===== src/rtl/core/assert_macros.svh =====
// Assertion macros shared by the frustum cull tester RTL.
`ifndef ASSERT_MACROS_SVH
`define ASSERT_MACROS_SVH

// Plain property, sampled on the rising clock edge, off during reset.
`define FCT_ASSERT(lbl, prop, msg) \
  lbl: assert property (@(posedge clk_i) disable iff (!rst_ni) (prop)) else $error(msg);

// Implication form: when ante holds, cons must follow.
`define FCT_ASSERT_IMPL(lbl, ante, cons, msg) \
  lbl: assert property (@(posedge clk_i) disable iff (!rst_ni) (ante) |-> cons) else $error(msg);

`endif


===== src/rtl/core/fct_ram.sv =====
// Generic single-port-write, registered-read RAM.
`timescale 1ns / 1ps
module fct_ram #(
  parameter int Width = 8,
  parameter int Depth = 4
) (
  input  logic                     clk_i,
  input  logic                     we_i,
  input  logic [$clog2(Depth)-1:0] waddr_i,
  input  logic [Width-1:0]         wdata_i,
  input  logic                     re_i,
  input  logic [$clog2(Depth)-1:0] raddr_i,
  output logic [Width-1:0]         rdata_o
);

  logic [Width-1:0] mem [Depth];
  logic [Width-1:0] rdata_q;

  always_ff @(posedge clk_i) begin
    if (we_i) begin
      mem[waddr_i] <= wdata_i;
    end
    if (re_i) begin
      rdata_q <= mem[raddr_i];
    end
  end

  assign rdata_o = rdata_q;

endmodule


===== config.mk =====
export PLATFORM = sky130hd
export DESIGN_NAME = fct_ram
export DESIGN_NICKNAME = d
export VERILOG_FILES = /design/src/rtl/core/assert_macros.svh /design/src/rtl/core/fct_ram.sv
export SDC_FILE = /design/constraint.sdc
export NUM_CORES = 1
export LEC_CHECK = 0
export BUFFER_PORTS_ARGS = -buffer_cell sky130_fd_sc_hd__buf_2
export CAP_MARGIN = 40
export CORE_ASPECT_RATIO = 1.4
export CORE_MARGIN = 5
export CORE_UTILIZATION = 48
export CTS_CLUSTER_DIAMETER = 40
export DETAILED_ROUTE_END_ITERATION = 8
export GPL_ROUTABILITY_DRIVEN = 0
export PLACE_DENSITY_LB_ADDON = 0.3
export SLEW_MARGIN = 20
export SYNTH_ARGS = -nofsm -noshare
export SYNTH_HDL_FRONTEND = slang
export SYNTH_SLANG_ARGS = --single-unit

===== constraint.sdc =====
create_clock -name clk_i -period 1.2 [get_ports clk_i]
set_input_delay 0.12 -clock clk_i [delete_from_list [all_inputs] [get_ports clk_i]]
set_output_delay 0.12 -clock clk_i [all_outputs]
set_load 0.01 [all_outputs]

Yosys cells after proc, flatten, opt, wreduce, memory -nomap -nowiden. Memory sizes are Yosys's and may differ from the RTL's. A register that Yosys moved wholly into a read port is not among the register bits. Cells that the tools add are included.

Multiplexer cells: 2. Magnitude comparators: 0. Bitwise logic cells: 0. Shift operators: 0. Equal/unequal tests: 0. Add/subtract/negate cells: 0. Multipliers: 0. Reduce and logical (&&, ||, !) cells: 0. Divide/modulo/power cells: 0.

Operator list (count): $mux 1 (2).

Memory bits (read-only): 0. Latch bits: 0. RAM bits: 32. Flip-flop bits (word level): 0. Memories kept: 1. Input bits: 15.

Memories: mem (words 4, bits a word 8, read ports 1, clocked after Yosys merged registers in 1, write ports 1, RTL line fct_ram.sv:16) `logic [Width-1:0] mem [Depth];`.

Logic depth before layout (Yosys ltp). Gate-level depths: netlist of run 1.

Depth in word-level cells: 2. Gate-level depth with buffers: 2. Mapped depth without buffers: 1.

Worst setup path after synthesis of run 1. No wires, ideal clock.

Path kind: input-to-reg. From: input waddr_i[0]. To: memory mem[0][0], enable pin. Buffers on the path: 0. Arrival: 799 ps. Setup slack: 16 ps. Required time: 815 ps. Stages on the path: 1. Cell sequence: nor3b_1.

RTL lines: start, declared (RTL line fct_ram.sv:9) `input logic [$clog2(Depth)-1:0] waddr_i,`; end, declared (RTL line fct_ram.sv:16).

No word-level cell before the write port.

Final worst setup path of run 1.
From: memory mem[3][4]. To: register rdata_q[4], in the netlist rdata_o[4], read port of mem, data pin.

RTL lines: end, declared (RTL line fct_ram.sv:17) `logic [Width-1:0] rdata_q;`.

No word-level cell between the ends.

==> run summary, run 1 <==
• maximum clock frequency: 897 MHz
• number of slew-limit violations in the final report: 0
• Critical Setup Path Class: flip-flop to flip-flop
• DR vias: 644
• Sum Neg Setup Slack: 0 ns
• post-synthesis average cell area: 26.5 um^2
• critical path data arrival time: 1.14 ns
• CP max stage delay: 0.47 ns
• number of antenna violations at the first check in global routing: 0
• Core ar.: 0.00288 mm^2
• GRT Util Overall: 11.9%
• fillcell total: 225
• CP Max Fanout: 1
• number of endpoints with negative hold slack in the final report: 0
• crit path capture: rdata_o[4]$_DFFE_PP_
• fraction of the yosys area taken by sequential cells: 84.1%
• vertical die dimension: 74.6 um
• CTS buffer count: 5
• unrepaired setup endpoints after global routing: no
• area taken by multi-input logic gates: 211 um^2
• worst path cell trace: mux4_2
• cell area after synthesis: 0.00143 mm^2
• hold-fix buffer count after cts: 0
• number of iterations in the first detailed-routing pass: 4
• critical-path cell with the highest stage delay: sky130_fd_sc_hd__mux4_2
• Buf+Inv Stages, Crit Path: 0
• actual transition at the worst max-transition pin: 0.201 ns
• diode insertion count for antenna repair: 0
• top cells by area in the synthesized netlist: sky130_fd_sc_hd__edfxtp_1, sky130_fd_sc_hd__mux4_2, sky130_fd_sc_hd__and3b_1
• synthesized instance count: 54
• Total Wirelength: 2.13 mm
• part of the cycle the worst path needs: 92.9%
• final critical-path required period: 1.12 ns
• register-to-register path setup slack: 0.08 ns
• die area: 0.00418 mm^2
• max-cap violations: 0
• iteration-0 DRC count of the detailed router: 11
• port buffer count: 22
• Pwr Density: 1520 mW/mm^2
• launch instance of the worst register-to-register path: mem[3][4]$_DFFE_PP_
• Finished Cell Area: 0.00172 mm^2
• Max transition margin: 86.6%
• per-cell routed wire length: 17.2 um
• count leader, synth: sky130_fd_sc_hd__edfxtp_1
• CTS resizes: 0
• Clock Root Buffer: sky130_fd_sc_hd__clkbuf_8
• top cell type's share of synthesized area: 84.1%
• number of buffers between clock root and the deepest sink: 2
• Synthesized Nets: 69
• synthesis warning total: 0
• area post-placement: 0.00164 mm^2
• CP Capture Type: flip-flop
• H-tree level count: 2
• number of vias per cell: 5.19
• global-route congestion overflow total: 0
• post-synthesis to final-layout area growth: 20.7%
• final routed DRC violation total: 0
• most instantiated flip-flop cell in the synthesis netlist: sky130_fd_sc_hd__edfxtp_1
• total placed cells including tap cells: 116
• share of final-layout standard cells stronger than drive strength 1: 46.0%
• Die W: 56.1 um
• Finished Layout Cells: 124
• I/O Pins: 23
• FF-to-FF path depth: 1
• leakage dissipation: 0.607 nW
• Hold/Removal Path Class: primary input to flip-flop
• Final setup violation count: 0
• fraction of synthesis flops using an asynchronous set or reset pin: 0%
• Skew-Pair Late Insertion Delay: 0.28 ns
• Worst Setup SP: mem[3][4]$_DFFE_PP_
• Final Skew: 0.00440 ns
• instance count on the critical path: 1
• number of clock sinks: 40
• clock tree from TritonCTS: built
• final-stage net count: 101
• number of library cell types mapped by synthesis: 7
• Max VDD drop: 0.000934 V
• terminus of the critical flop-to-flop path: rdata_o[4]$_DFFE_PP_
• count of buffers added by post-CTS timing repair for setup: 0
• count of state elements after synthesis: 40
• ANT nets after route: 0
• required time of the critical path: 1.22 ns
• final worst hold slack: 0.0469 ns
• pin count of the biggest net entering global routing: 12
• kind of start point of the critical path: flip-flop
• Post-synth EDFFs: 40
• clock-pin transition on the worst setup and hold timing paths: 0.06 ns
• area of all sequential standard cells: 0.00120 mm^2
• number of global-route vias before repair: 718
• family of cells with the greatest summed delay on the critical path: multiplexers
• cell taking the most area after synthesis: sky130_fd_sc_hd__edfxtp_1
• wire length of the first global-routing pass: 3.46 mm
• standard-cell row count: 23
• effective utilization at floorplan: 49.7%
• result of the run: finished clean
• most common library cells after synthesis: sky130_fd_sc_hd__edfxtp_1, sky130_fd_sc_hd__mux4_2, sky130_fd_sc_hd__and3b_1
• Pwr Total: 2.61 mW
-- area by class of cell --
cell class | count | share of cell area (%)
clock buffers | 7 | 4.43
clock inverters | 1 | 0.218
multi-input cells | 12 | 12.3
flip-flops and latches | 40 | 69.7
well taps | 37 | 2.69
repair buffers | 27 | 10.7
-- cell families (layout without fill, tap and decap cells) --
logic type	after synthesis	in the layout	synth area share, %
buffers and inverters	2	35	1.14
AND/OR/NAND/NOR	4	4	2.19
multiplexers	8	8	12.6
flip-flops	40	40	84.1
-- state kept, by name, indices dropped and copies added, names as in the netlist --
signal / flops
mem: 32
rdata_o: 8
-- worst min-delay path by stage --
stage / endpoint / cells after the start / slack (ns) / startpoint
finish: mem[0][4]$_DFFE_PP_ / 1 / 0.05 / wdata_i[4]
global route: mem[3][4]$_DFFE_PP_ / 1 / 0.03 / wdata_i[4]
CTS: mem[0][4]$_DFFE_PP_ / 1 / 0.04 / wdata_i[4]
detailed placement: mem[3][1]$_DFFE_PP_ / 1 / 0.34 / wdata_i[1]
global placement: mem[1][5]$_DFFE_PP_ / 1 / 0.33 / wdata_i[5]
floorplan: mem[0][0]$_DFFE_PP_ / 0 / 0.22 / wdata_i[0]
-- report_power, final --
part / switching [mW] / internal, mW
registers: 0.0165 / 1.62
logic: 0.0816 / 0.0921
clock network: 0.395 / 0.404
total: 0.494 / 2.12
-- metrics by stage --
stage	worst slack [ns]	utilization, %
after CTS	0.0734	59.9
after detailed placement	0.0575	57.1
after floorplan	0.0159	-
final	0.0847	59.9
after global routing	0.0620	59.9
after global placement	0.0719	57.1
-- layer usage --
layer / vias up / part of all wire (%) / global-route usage (%) / wire [um]
met5: - / 0 / 0 / 0
met4: 0 / 2.6 / 7.12 / 55
met3: 6 / 6.8 / 5.38 / 144
met2: 22 / 54 / 21.2 / 1140
met1: 322 / 37 / 11.3 / 788
li1: 294 / - / - / -
-- cells in the final DEF (no fill, tap or decap) --
master / instances
sky130_fd_sc_hd__and3_1: 1
sky130_fd_sc_hd__and3b_1: 2
sky130_fd_sc_hd__buf_12: 3
sky130_fd_sc_hd__clkbuf_1: 2
sky130_fd_sc_hd__buf_2: 22
sky130_fd_sc_hd__buf_4: 2
sky130_fd_sc_hd__clkbuf_8: 5
sky130_fd_sc_hd__clkinv_1: 1
sky130_fd_sc_hd__mux4_2: 8
sky130_fd_sc_hd__nor3b_1: 1
sky130_fd_sc_hd__edfxtp_1: 40
No activity file was read; power rests on OpenSTA's default activity.
==> run 2, diff against run 1 <==
BUFFER_PORTS_ARGS = -buffer_cell sky130_fd_sc_hd__buf_4   (was -buffer_cell sky130_fd_sc_hd__buf_2)
==> run 2 against run 1 <==
Clock power grew 29%. Setup slack lost 0.00056 ns. Clock skew grew 0.0034 ns. Core utilization is 1.7 points higher. Largest cell class unchanged. Die area stayed put. Count of clock-buffer cells in the layout is 1 lower. Hold slack got worse by 0.014 ns. Sequential share of layout area decreased by 2.0 points. Routed wire length shrank 3.1%. Via count fell by 3.0%.
==> run summary, run 2 (synthesis results as in run 1) <==
• Worst Setup SP: mem[3][4]$_DFFE_PP_
• Sum Neg Setup Slack: 0 ns
• CP Max Fanout: 1
• DR vias: 625
• H-tree level count: 2
• number of slew-limit violations in the final report: 0
• area taken by multi-input logic gates: 211 um^2
• final critical-path required period: 1.12 ns
• Critical Setup Path Class: flip-flop to flip-flop
• CTS buffer count: 5
• Max VDD drop: 0.000983 V
• Buf+Inv Stages, Crit Path: 0
• critical path data arrival time: 1.14 ns
• pin count of the biggest net entering global routing: 13
• Skew-Pair Late Insertion Delay: 0.28 ns
• iteration-0 DRC count of the detailed router: 14
• Hold/Removal Path Class: primary input to flip-flop
• hold-fix buffer count after cts: 0
• unrepaired setup endpoints after global routing: no
• Largest register FFs: 32
• Pwr Density: 1610 mW/mm^2
• Pwr Total: 2.85 mW
• clock tree from TritonCTS: built
• number of buffers between clock root and the deepest sink: 2
• max-cap violations: 0
• count of buffers added by post-CTS timing repair for setup: 0
• I/O Pins: 23
• global-route congestion overflow total: 0
• met3 WL post-DR: 144 um
• number of antenna violations at the first check in global routing: 0
• launch instance of the worst register-to-register path: mem[3][4]$_DFFE_PP_
• share of final-layout standard cells stronger than drive strength 1: 47.7%
• part of the cycle the worst path needs: 93.0%
• GRT Util Overall: 11.3%
• post-synthesis to final-layout area growth: 24.2%
• number of global-route vias before repair: 679
• instance count on the critical path: 1
• maximum clock frequency: 896 MHz
• register bank with the most flops: mem
• number of endpoints with negative hold slack in the final report: 0
• required time of the critical path: 1.22 ns
• critical-path cell with the highest stage delay: sky130_fd_sc_hd__mux4_2
• FF-to-FF path depth: 1
• number of clock sinks: 40
• Final setup violation count: 0
• diode insertion count for antenna repair: 0
• number of iterations in the first detailed-routing pass: 4
• fillcell total: 223
• effective utilization at floorplan: 49.7%
• area of all sequential standard cells: 0.00120 mm^2
• die area: 0.00418 mm^2
• topmost layer with routed signal wires: met4
• result of the run: finished clean
• Total Wirelength: 2.06 mm
• CTS resizes: 0
• wire length of the first global-routing pass: 3.27 mm
• family of cells with the greatest summed delay on the critical path: multiplexers
• CP max stage delay: 0.47 ns
• worst path cell trace: mux4_2
• terminus of the critical flop-to-flop path: rdata_o[4]$_DFFE_PP_
• ANT nets after route: 0
• Die W: 56.1 um
• Max transition margin: 85.9%
• clock-pin transition on the worst setup and hold timing paths: 0.07 ns
• met2 wire length: 1.07 mm
• port buffer count: 22
• most common library cell in the layout ignoring fill and taps: sky130_fd_sc_hd__edfxtp_1
• leakage dissipation: 0.629 nW
• standard-cell row count: 23
• final routed DRC violation total: 0
• number of vias per cell: 5.08
• vertical die dimension: 74.6 um
• commonest non-fill, non-tap cells in the layout: sky130_fd_sc_hd__edfxtp_1, sky130_fd_sc_hd__buf_4, sky130_fd_sc_hd__mux4_2, sky130_fd_sc_hd__clkbuf_8, sky130_fd_sc_hd__and3b_1
• Core ar.: 0.00288 mm^2
• per-cell routed wire length: 16.8 um
• DRT met1 WL: 795 um
• final-stage net count: 100
• register-to-register path setup slack: 0.08 ns
• Final Skew: 0.00780 ns
• crit path capture: rdata_o[4]$_DFFE_PP_
• Clock Root Buffer: sky130_fd_sc_hd__clkbuf_8
• CP Capture Type: flip-flop
• actual transition at the worst max-transition pin: 0.211 ns
• kind of start point of the critical path: flip-flop
==> run 2: cell types whose count changed in the layout (fill, tap and decap cells not counted), sizes merged <==
cell,before,now
buf,27,26
clkbuf,7,6
bufinv,0,1
==> run 2: stage by stage <==
stage / instance area (um^2) / setup slack [ns] / hold slack, ns / std cells / utilization (%)
2_1_floorplan: 1430 / 0.0159 / 0.219 / 54 / -
3_3_place_gp: 1670 / 0.103 / 0.319 / 115 / 57.9
3_5_place_dp: 1670 / 0.0839 / 0.325 / 115 / 57.9
4_1_cts: 1770 / 0.0788 / 0.0245 / 123 / 61.7
5_1_grt: 1770 / 0.0652 / 0.0181 / 123 / 61.7
6_report: 1770 / 0.0841 / 0.0330 / 123 / 61.7
==> run 2: layout make-up <==
| type | instances | area share [%] |
|---|---|---|
| clock inverter | 2 | 1.97 |
| sequential | 40 | 67.7 |
| multi-input combinational | 12 | 11.9 |
| timing repair buffer | 26 | 11.7 |
| clock buffer | 6 | 4.09 |
| tap | 37 | 2.61 |
==> run 2: how the worst min path moves through the flow <==
| stage | start | cells past startpoint | to |
|---|---|---|---|
| 6_report | wdata_i[7] | 1 | mem[1][7]$_DFFE_PP_ |
| 3_3_place_gp | wdata_i[5] | 1 | mem[1][5]$_DFFE_PP_ |
| 5_1_grt | wdata_i[3] | 1 | mem[2][3]$_DFFE_PP_ |
| 2_1_floorplan | wdata_i[0] | 0 | mem[0][0]$_DFFE_PP_ |
| 3_5_place_dp | wdata_i[1] | 1 | mem[3][1]$_DFFE_PP_ |
| 4_1_cts | wdata_i[3] | 1 | mem[1][3]$_DFFE_PP_ |
==> run 2: routing by layer <==
metal  up-vias  global-route usage (%)
met5         -                       0
met4         0                    7.12
met3         6                    4.86
met2        22                    19.8
met1       307                    10.9
li1        290                       -
==> run 2: power breakdown <==
group	leakage (nW)	internal (mW)	switching (mW)	total, mW
clock	0.0552	0.616	0.412	1.03
sequential	0.372	1.62	0.0172	1.64
combinational	0.202	0.106	0.0778	0.183
==> run 3, diff against run 2 <==
CORE_MARGIN = unset   (was 5)
==> run 3 against run 2 <==
Setup slack improved by 0.029 ns. Via count decreased by 0.32%. Die area decreased by 23%. Power decreased by 9.0%. Routed wire length decreased by 5.9%. Fmax increased by 2.7%.
==> run summary, run 3 (synthesis results as in run 1) <==
• actual transition at the worst max-transition pin: 0.397 ns
• Buf+Inv Stages, Crit Path: 0
• number of iterations in the first detailed-routing pass: 4
• Finished Cell Area: 0.00174 mm^2
• Max VDD drop: 0.00101 V
• terminus of the critical flop-to-flop path: rdata_o[6]$_DFFE_PP_
• number of endpoints with negative hold slack in the final report: 0
• Final Skew: 0.00308 ns
• number of vias per cell: 5.15
• final routed DRC violation total: 0
• number of clock sinks: 40
• part of the cycle the worst path needs: 90.5%
• Die W: 48.1 um
• I/O Pins: 23
• Final setup violation count: 0
• CTS resizes: 0
• hold-fix buffer count after cts: 0
• Sum Neg Setup Slack: 0 ns
• H-tree level count: 2
• effective utilization at floorplan: 50.2%
• worst path cell trace: mux4_2
• global-route congestion overflow total: 0
• pin count of the biggest net entering global routing: 12
• final core occ: 60.9%
• Total Wirelength: 1.94 mm
• vertical die dimension: 66.6 um
• post-synthesis to final-layout area growth: 21.5%
• iteration-0 DRC count of the detailed router: 10
• CTS buffer count: 5
• number of antenna violations at the first check in global routing: 0
• standard-cell row count: 23
• hold path depth: 1
• maximum clock frequency: 920 MHz
• critical-path cell with the highest stage delay: sky130_fd_sc_hd__mux4_2
• area post-placement: 0.00166 mm^2
• die area: 0.00320 mm^2
• final worst hold slack: 0.0334 ns
• wire length of the first global-routing pass: 2.97 mm
• number of buffers between clock root and the deepest sink: 2
• ANT nets after route: 0
• CP Max Fanout: 1
• critical path data arrival time: 1.11 ns
• GRT Util Overall: 15.2%
• count of buffers added by post-CTS timing repair for setup: 0
• Max transition margin: 73.5%
• launch instance of the worst register-to-register path: mem[3][6]$_DFFE_PP_
• area of all sequential standard cells: 0.00120 mm^2
• final critical-path required period: 1.09 ns
• kind of start point of the critical path: flip-flop
• FF-to-FF path depth: 1
• most common library cell in the layout ignoring fill and taps: sky130_fd_sc_hd__edfxtp_1
• critical hold path startpoint: wdata_i[0]
• number of slew-limit violations in the final report: 0
• leakage dissipation: 0.608 nW
• share of final-layout standard cells stronger than drive strength 1: 45.2%
• switching part of the total power: 18.7%
• unrepaired setup endpoints after global routing: no
• reported net switching power: 0.486 mW
• per-cell routed wire length: 16.0 um
• Seq pwr share: 63.2%
• Critical Setup Path Class: flip-flop to flip-flop
• DR vias: 623
• required time of the critical path: 1.23 ns
• diode insertion count for antenna repair: 0
• register bank with the most flops: mem
• Core ar.: 0.00285 mm^2
• register-to-register path setup slack: 0.11 ns
• share of power burned in combinational logic: 7.0%
• Pwr Total: 2.60 mW
• CP Capture Type: flip-flop
• fillcell total: 208
• area taken by multi-input logic gates: 211 um^2
• Clock Root Buffer: sky130_fd_sc_hd__clkbuf_8
• port buffer count: 22
• Worst Hold End: mem[0][0]$_DFFE_PP_
• max-cap violations: 0
• result of the run: finished clean
• Hold/Removal Path Class: primary input to flip-flop
• clock share of power: 29.9%
• final-stage net count: 99
• commonest non-fill, non-tap cells in the layout: sky130_fd_sc_hd__edfxtp_1, sky130_fd_sc_hd__buf_4, sky130_fd_sc_hd__mux4_2, sky130_fd_sc_hd__clkbuf_8
• number of global-route vias before repair: 632
• CP max stage delay: 0.46 ns
• clock-pin transition on the worst setup and hold timing paths: 0.07 ns
• Pwr Density: 1500 mW/mm^2
• clock tree from TritonCTS: built
• Largest register FFs: 32
• Cell Int Power: 2.11 mW
• Skew-Pair Late Insertion Delay: 0.28 ns
• family of cells with the greatest summed delay on the critical path: multiplexers
==> run 3: how the worst max path moves through the flow <==
stage	from	endpoint	slack, ns	cells past startpoint
after floorplan	waddr_i[0]	mem[0][0]$_DFFE_PP_	0.02	1
after global placement	raddr_i[0]	rdata_o[5]$_DFFE_PP_	0.09	2
after detailed placement	raddr_i[0]	rdata_o[0]$_DFFE_PP_	0.09	2
after CTS	mem[3][2]$_DFFE_PP_	rdata_o[2]$_DFFE_PP_	0.1	1
after global routing	mem[2][3]$_DFFE_PP_	rdata_o[3]$_DFFE_PP_	0.08	1
final	mem[3][6]$_DFFE_PP_	rdata_o[6]$_DFFE_PP_	0.11	1
==> run 3: cell type report <==
cell class	instances	share of cell area, %
multi-input cells	12	12.2
flip-flops and latches	40	69.2
clock buffers	5	3.97
clock inverters	2	0.433
well taps	37	2.67
repair buffers	25	11.5
==> run 3: through the flow <==
step / cells / setup WS [ns]
after floorplan: 54 / 0.0159
after global placement: 114 / 0.0936
after detailed placement: 114 / 0.0885
after CTS: 121 / 0.0991
after global routing: 121 / 0.0846
final: 121 / 0.113
==> run 3: power by group through the flow <==
stage          Clock [mW]  Combinational [mW]  Sequential, mW
5_1_grt             0.867               0.197            1.65
4_1_cts             0.806               0.186            1.64
6_report            0.775               0.181            1.64
3_3_place_gp            0               0.179            1.67
3_5_place_dp            0               0.186            1.67
2_1_floorplan           0              0.0720            1.68
==> run 3: metal layers <==
metal,global-route usage [%],wire [um]
met1,16.7,780
met2,22.6,998
met4,10.4,61
met3,6.50,101
met5,0,0
